==> config.mk <==
export PLATFORM = sky130hd
export DESIGN_NAME = ellspmv_mac
export DESIGN_NICKNAME = d
export VERILOG_FILES = /design/src/design/ellspmv_pkg.sv /design/src/design/ellspmv_mac.sv
export SDC_FILE = /design/constraint.sdc
export NUM_CORES = 2
export LEC_CHECK = 0
export BUFFER_PORTS_ARGS = -buffer_cell sky130_fd_sc_hd__buf_2
export CORE_MARGIN = 3
export CORE_UTILIZATION = 61
export DETAILED_ROUTE_END_ITERATION = 10
export GPL_ROUTABILITY_DRIVEN = 0
export PLACE_DENSITY = 0.78
export SLEW_MARGIN = 20
export SYNTH_ARGS = -nofsm -noshare
export SYNTH_HDL_FRONTEND = slang
export SYNTH_SLANG_ARGS = --single-unit
==> constraint.sdc <==
create_clock -name clk_i -period 10 [get_ports clk_i]
set_input_delay 1.5 -clock clk_i [delete_from_list [all_inputs] [get_ports clk_i]]
set_output_delay 1.5 -clock clk_i [all_outputs]
set_load 0.02 [all_outputs]
==> src/design/ellspmv_pkg.sv <==
// Types and constants of the ELLPACK sparse matrix-vector multiplier
package ellspmv_pkg;

  localparam int unsigned DATA_W    = 32;
  localparam int unsigned PROD_W    = 2 * DATA_W;
  localparam int unsigned FRAC_W    = 16;
  localparam int unsigned ACC_W     = 48;
  localparam int unsigned ROW_W     = 16;
  localparam int unsigned LEN_W     = 11;
  localparam int unsigned VIDX_W    = 10;
  localparam int unsigned COL_W     = 11;
  localparam int unsigned CFG_IDX_W = 2;
  localparam int unsigned CFG_DAT_W = 16;

  localparam logic [COL_W-1:0]  COL_PADDING  = '1;
  localparam logic [LEN_W-1:0]  VLEN_RESET   = 11'd1024;
  localparam logic [ROW_W-1:0]  ROWS_RESET   = 16'd1;
  localparam logic [DATA_W-1:0] SUM_MAX      = {1'b0, {(DATA_W-1){1'b1}}};
  localparam logic [DATA_W-1:0] SUM_MIN      = {1'b1, {(DATA_W-1){1'b0}}};

  typedef enum logic [CFG_IDX_W-1:0] {
    CFG_VECTOR_LENGTH = 2'd0,
    CFG_ROW_COUNT     = 2'd1
  } cfg_index_e;

  // Control of one matrix slot as it enters the MAC pipeline
  typedef struct packed {
    logic valid;
    logic acc_en;
    logic bad;
    logic last;
  } slot_ctrl_t;

  // A finished row, ready for the output register
  typedef struct packed {
    logic              valid;
    logic [ROW_W-1:0]  row;
    logic [DATA_W-1:0] sum;
    logic              ovf;
    logic              bad;
  } row_result_t;

endpackage

==> src/design/ellspmv_mac.sv <==
// Multiply-accumulate pipeline: product, Q16.16 truncation, row sum and saturation
module ellspmv_mac (
  input  logic                                        clk_i,
  input  logic                                        rst_ni,
  input  logic                                        adv_i,
  input  ellspmv_pkg::slot_ctrl_t                     slot_i,
  input  logic signed [ellspmv_pkg::DATA_W-1:0]       value_i,
  input  logic        [ellspmv_pkg::DATA_W-1:0]       vec_i,
  input  logic        [ellspmv_pkg::ROW_W-1:0]        row_count_i,
  output ellspmv_pkg::row_result_t                    result_o
);
  import ellspmv_pkg::*;

  slot_ctrl_t               s1_q, s2_q;
  logic signed [DATA_W-1:0] s1_value_q;
  logic signed [PROD_W-1:0] prod_d, prod_q;

  logic [ACC_W-1:0] acc_q, acc_d, acc_sum, addend;
  logic             bad_seen_q, bad_seen_d, bad_cur;
  logic [ROW_W-1:0] row_q, row_d;
  logic [ROW_W:0]   row_inc;

  logic              s3_valid_q;
  logic [ACC_W-1:0]  s3_sum_q;
  logic [ROW_W-1:0]  s3_row_q;
  logic              s3_bad_q;
  logic [ACC_W-DATA_W:0] sum_top;
  logic              ovf;

  // stage 1: slot control and value, aligned with the vector read word
  always_ff @(posedge clk_i or negedge rst_ni) begin
    if (!rst_ni) begin
      s1_q <= '0;
      s2_q <= '0;
    end else if (adv_i) begin
      s1_q <= slot_i;
      s2_q <= s1_q;
    end
  end

  assign prod_d = s1_value_q * $signed(vec_i);

  always_ff @(posedge clk_i) begin
    if (adv_i) begin
      s1_value_q <= value_i;
      prod_q     <= prod_d;
    end
  end

  // stage 3: arithmetic shift by the fraction width, then add into the row sum
  always_comb begin
    addend   = s2_q.acc_en ? prod_q[FRAC_W +: ACC_W] : '0;
    acc_sum  = acc_q + addend;
    bad_cur  = bad_seen_q | s2_q.bad;
    row_inc  = {1'b0, row_q} + {{ROW_W{1'b0}}, 1'b1};
    acc_d      = acc_q;
    bad_seen_d = bad_seen_q;
    row_d      = row_q;
    if (s2_q.valid) begin
      acc_d      = s2_q.last ? '0 : acc_sum;
      bad_seen_d = s2_q.last ? 1'b0 : bad_cur;
      if (s2_q.last) begin
        row_d = (row_inc >= {1'b0, row_count_i}) ? '0 : row_inc[ROW_W-1:0];
      end
    end
  end

  always_ff @(posedge clk_i or negedge rst_ni) begin
    if (!rst_ni) begin
      acc_q      <= '0;
      bad_seen_q <= 1'b0;
      row_q      <= '0;
      s3_valid_q <= 1'b0;
    end else if (adv_i) begin
      acc_q      <= acc_d;
      bad_seen_q <= bad_seen_d;
      row_q      <= row_d;
      s3_valid_q <= s2_q.valid & s2_q.last;
    end
  end

  always_ff @(posedge clk_i) begin
    if (adv_i) begin
      s3_sum_q <= acc_sum;
      s3_row_q <= row_q;
      s3_bad_q <= bad_cur;
    end
  end

  // saturate: the sum fits when the result's sign bit and all bits above it agree
  assign sum_top = s3_sum_q[ACC_W-1:DATA_W-1];
  assign ovf     = ~((&sum_top) | (~|sum_top));

  always_comb begin
    result_o.valid = s3_valid_q;
    result_o.row   = s3_row_q;
    result_o.ovf   = ovf;
    result_o.bad   = s3_bad_q;
    if (!ovf) begin
      result_o.sum = s3_sum_q[DATA_W-1:0];
    end else begin
      result_o.sum = s3_sum_q[ACC_W-1] ? SUM_MIN : SUM_MAX;
    end
  end

endmodule

==> flow_summary.toml <==
[grt]
grt_max_degree = 75
grt_usage_pct = 30.6
grt_pass1_wl_um = 190000
grt_pass1_vias = 36500
grt_overflow = 0
antenna_found_initial = 5

[critical_path]
cp-end-kind = "flop"
r2r-end = "prod_q[61]"
regToRegSetupSlack_ns = 1.03
crit_arrival_ns = 9.60
path_class = "input pin to flop"
required_ns = 10.33
start_kind = "input pin"
reg2reg_depth = 22
regToRegStartpoint = "s1_value_q[10]"
critPathMaxFanout = 32

[finish]
seq_area_um2 = 6210
drive_gt1_share_pct = 5.90
final_util_pct = 65.5
areaGrowthSynthToFinish_pct = 5.73
fin_nets = 6087
fill_cells = 5868
multi_input_area_um2 = 35600

[floorplanning]
die_w_um = 282
die_height_um = 282
rows = 100
start_util_pct = 61.9
io_pins = 138
core-area_um2 = 74900
die-area_um2 = 79400

[sta]
worst_pin_slew_ns = 1.16
fin_tns_setup_ns = 0
slew_headroom_pct = 22.8
min_period_ns = 9.28
grt_setup_unrepaired = "no"
setup_viol = 0
slew_violations = 0
max_freq_mhz = 108
finClkSkew_ns = 0.0210
hold_violations = 0
fin_crit_sh_pct = 92.8
final.setup.worst_slack_ns = 0.724

[synthesis]
yosysSeqAreaShare_pct = 13.4
netlist_area_um2 = 46400
synthFlopType = "edfxtp_1"
ys_types = 71
yosys_register_bits = 219
synth_area_leaders = "fa_1, edfxtp_1, inv_1"
async_flop_share_pct = 33.8
synth_nets = 6080
postSynthCellCount = 4667
synth_top_area_share_pct = 46.7
yosysWarnings = 0
synth_area_leader_cell = "fa_1"
synth_edf_count = 145
syn-mean-instance-area_um2 = 9.94

[cts]
worstSkewPairLatency_ns = 0.60
cts_sinks = 219
path_clk_slew_ns = 0.06
post_cts_buffers = 0
root_buffer = "clkbuf_16"
cts_tree = "built"
cts_made_buffers = 28
cts_htree_levels = 1
cts-resized-gates = 0
ctsLongestPathBuffers = 3
cts_hold_buffers = 0

[run_status]
status = "completed"

[drt]
wire_per_inst_um = 20.5
vias_per_cell = 5.76
drt_pass1_iterations = 6
drc_errors = 0
drt_iter0_drc = 2279
num_vias = 32700
final_antenna_net_count = 0
drt_wl_total_um = 116000

[place]
io_buffers = 137
post-place-ws_ns = 0.234
dp_hpwl_um = 93800

[worst_hold_path]
whs_path_depth = 2
hold_path_startpoint = "acc_q[0]"
whs_endpoint = "acc_q[0]"
hold_class = "flop to flop"

[flow_run]
drv_cap = 0
cell type report:
type                            count  area share (%)
Timing Repair Buffer              211            2.63
Clock inverter                     20           0.581
Sequential cell                   219            12.6
Inverter                          984            7.53
Clock buffer                       32            1.48
Antenna cell                        3          0.0153
Multi-Input combinational cell   3230            72.6
Tap cell                          969            2.47
critical path: stages:
cell and delay [ns]:
buf_2 0.57, and2_1 0.25, fa_1 0.45, fa_1 0.55, inv_1 0.06, fa_1 0.52, fa_1 0.52, inv_1 0.05
fa_1 0.55, fa_1 0.44, fa_1 0.54, fa_1 0.43, ha_1 0.42, nand4_1 0.19, or3_1 0.43, a311oi_1 0.28
or3_1 0.26, o21ai_1 0.16, o31a_1 0.32, o31ai_2 0.49, a31oi_1 0.26, mux2i_1 0.21, o2111ai_1 0.13
layout by cell type, fill, tap and decap left out, types with 5 or more instances in the layout:
master / netlist / layout
a211oi_1: 8 / 8
a21o_1: 113 / 113
a21oi_1: 89 / 89
a221o_1: 5 / 5
a22o_1: 43 / 43
a31oi_1: 9 / 9
and2_1: 560 / 560
and3_1: 19 / 19
and4_1: 6 / 6
buf_2: 1 / 135
buf_4: 3 / 71
bufinv_16: 0 / 5
clkbuf_16: 0 / 28
dfrtp_1: 74 / 74
edfxtp_1: 145 / 145
fa_1: 1082 / 1082
ha_1: 244 / 244
inv_1: 983 / 983
mux2_2: 8 / 8
nand2_1: 565 / 564
nand2b_1: 28 / 28
nand3_1: 31 / 31
nand4_1: 19 / 19
nor2_1: 81 / 79
nor2b_1: 13 / 13
nor3_1: 12 / 12
nor4_1: 9 / 9
o211ai_1: 9 / 9
o21a_1: 19 / 19
o21ai_0: 34 / 34
o21ai_1: 21 / 21
o21bai_1: 13 / 13
o31ai_1: 6 / 5
xnor2_1: 79 / 79
xor2_1: 41 / 41
registers in the layout, summed over array words and instances (netlist names):
name / cells
s1_value_q: 32
prod_q: 48
s3_sum_q: 48
acc_q: 48
row_q: 16
s3_row_q: 16
s2_q: 4
s1_q: 4
s3_valid_q: 1
bad_seen_q: 1
s3_bad_q: 1
stage by stage:
stage,std cells,hold WS [ns],area (um^2)
floorplan,4667,0.455,46400
global placement,5612,0.470,48000
detailed placement,5612,0.485,48000
CTS,5664,0.498,49000
global route,5665,0.516,49100
finish,5668,0.494,49100
kinds of logic after synthesis:
logic type,Yosys count,share of synthesized area (%)
and+or+nand+nor,1359,14.8
adders and majority gates,1326,53.3
buffers and inverters,1218,9.88
AOI/OAI and AO/OA,415,6.20
DFF,219,13.4
xor gates and xnor gates,121,2.30
muxes,9,0.216
synth_stat cells (all sizes together) (12+ instances only):
library cell     n
inv            983
nand4           19
o21ai           56
nand3           31
nand2b          28
nor2b           13
and2           560
nor2            81
a21oi           89
xor2            41
edfxtp         145
ha             244
nand2          565
fa            1082
a22o            43
o21a            19
nor3            12
dfrtp           74
a21o           113
clkbuf         229
and3            19
o21bai          13
xnor2           80
worst max path at each step:
stage | startpoint | end | slack, ns
3_3_place_gp | vec_i[5] | prod_q[61] | 0.38
5_1_grt | vec_i[5] | prod_q[61] | 0.34
6_report | vec_i[9] | prod_q[61] | 0.72
3_5_place_dp | vec_i[9] | prod_q[61] | 0.23
2_1_floorplan | vec_i[2] | prod_q[53] | 0.99
4_1_cts | vec_i[9] | prod_q[61] | 0.84
routing by layer:
layer	track usage (%)	vias to the layer above	wire, um
li1	-	14000	-
met1	38.5	16800	43300
met2	52.0	1462	57500
met3	4.51	417	8570
met4	15.3	2	6550
met5	0	-	12
Power is left out: the tool's default activity adds up to more than one toggle a clock period on the data nets, which glitch-free logic cannot reach.
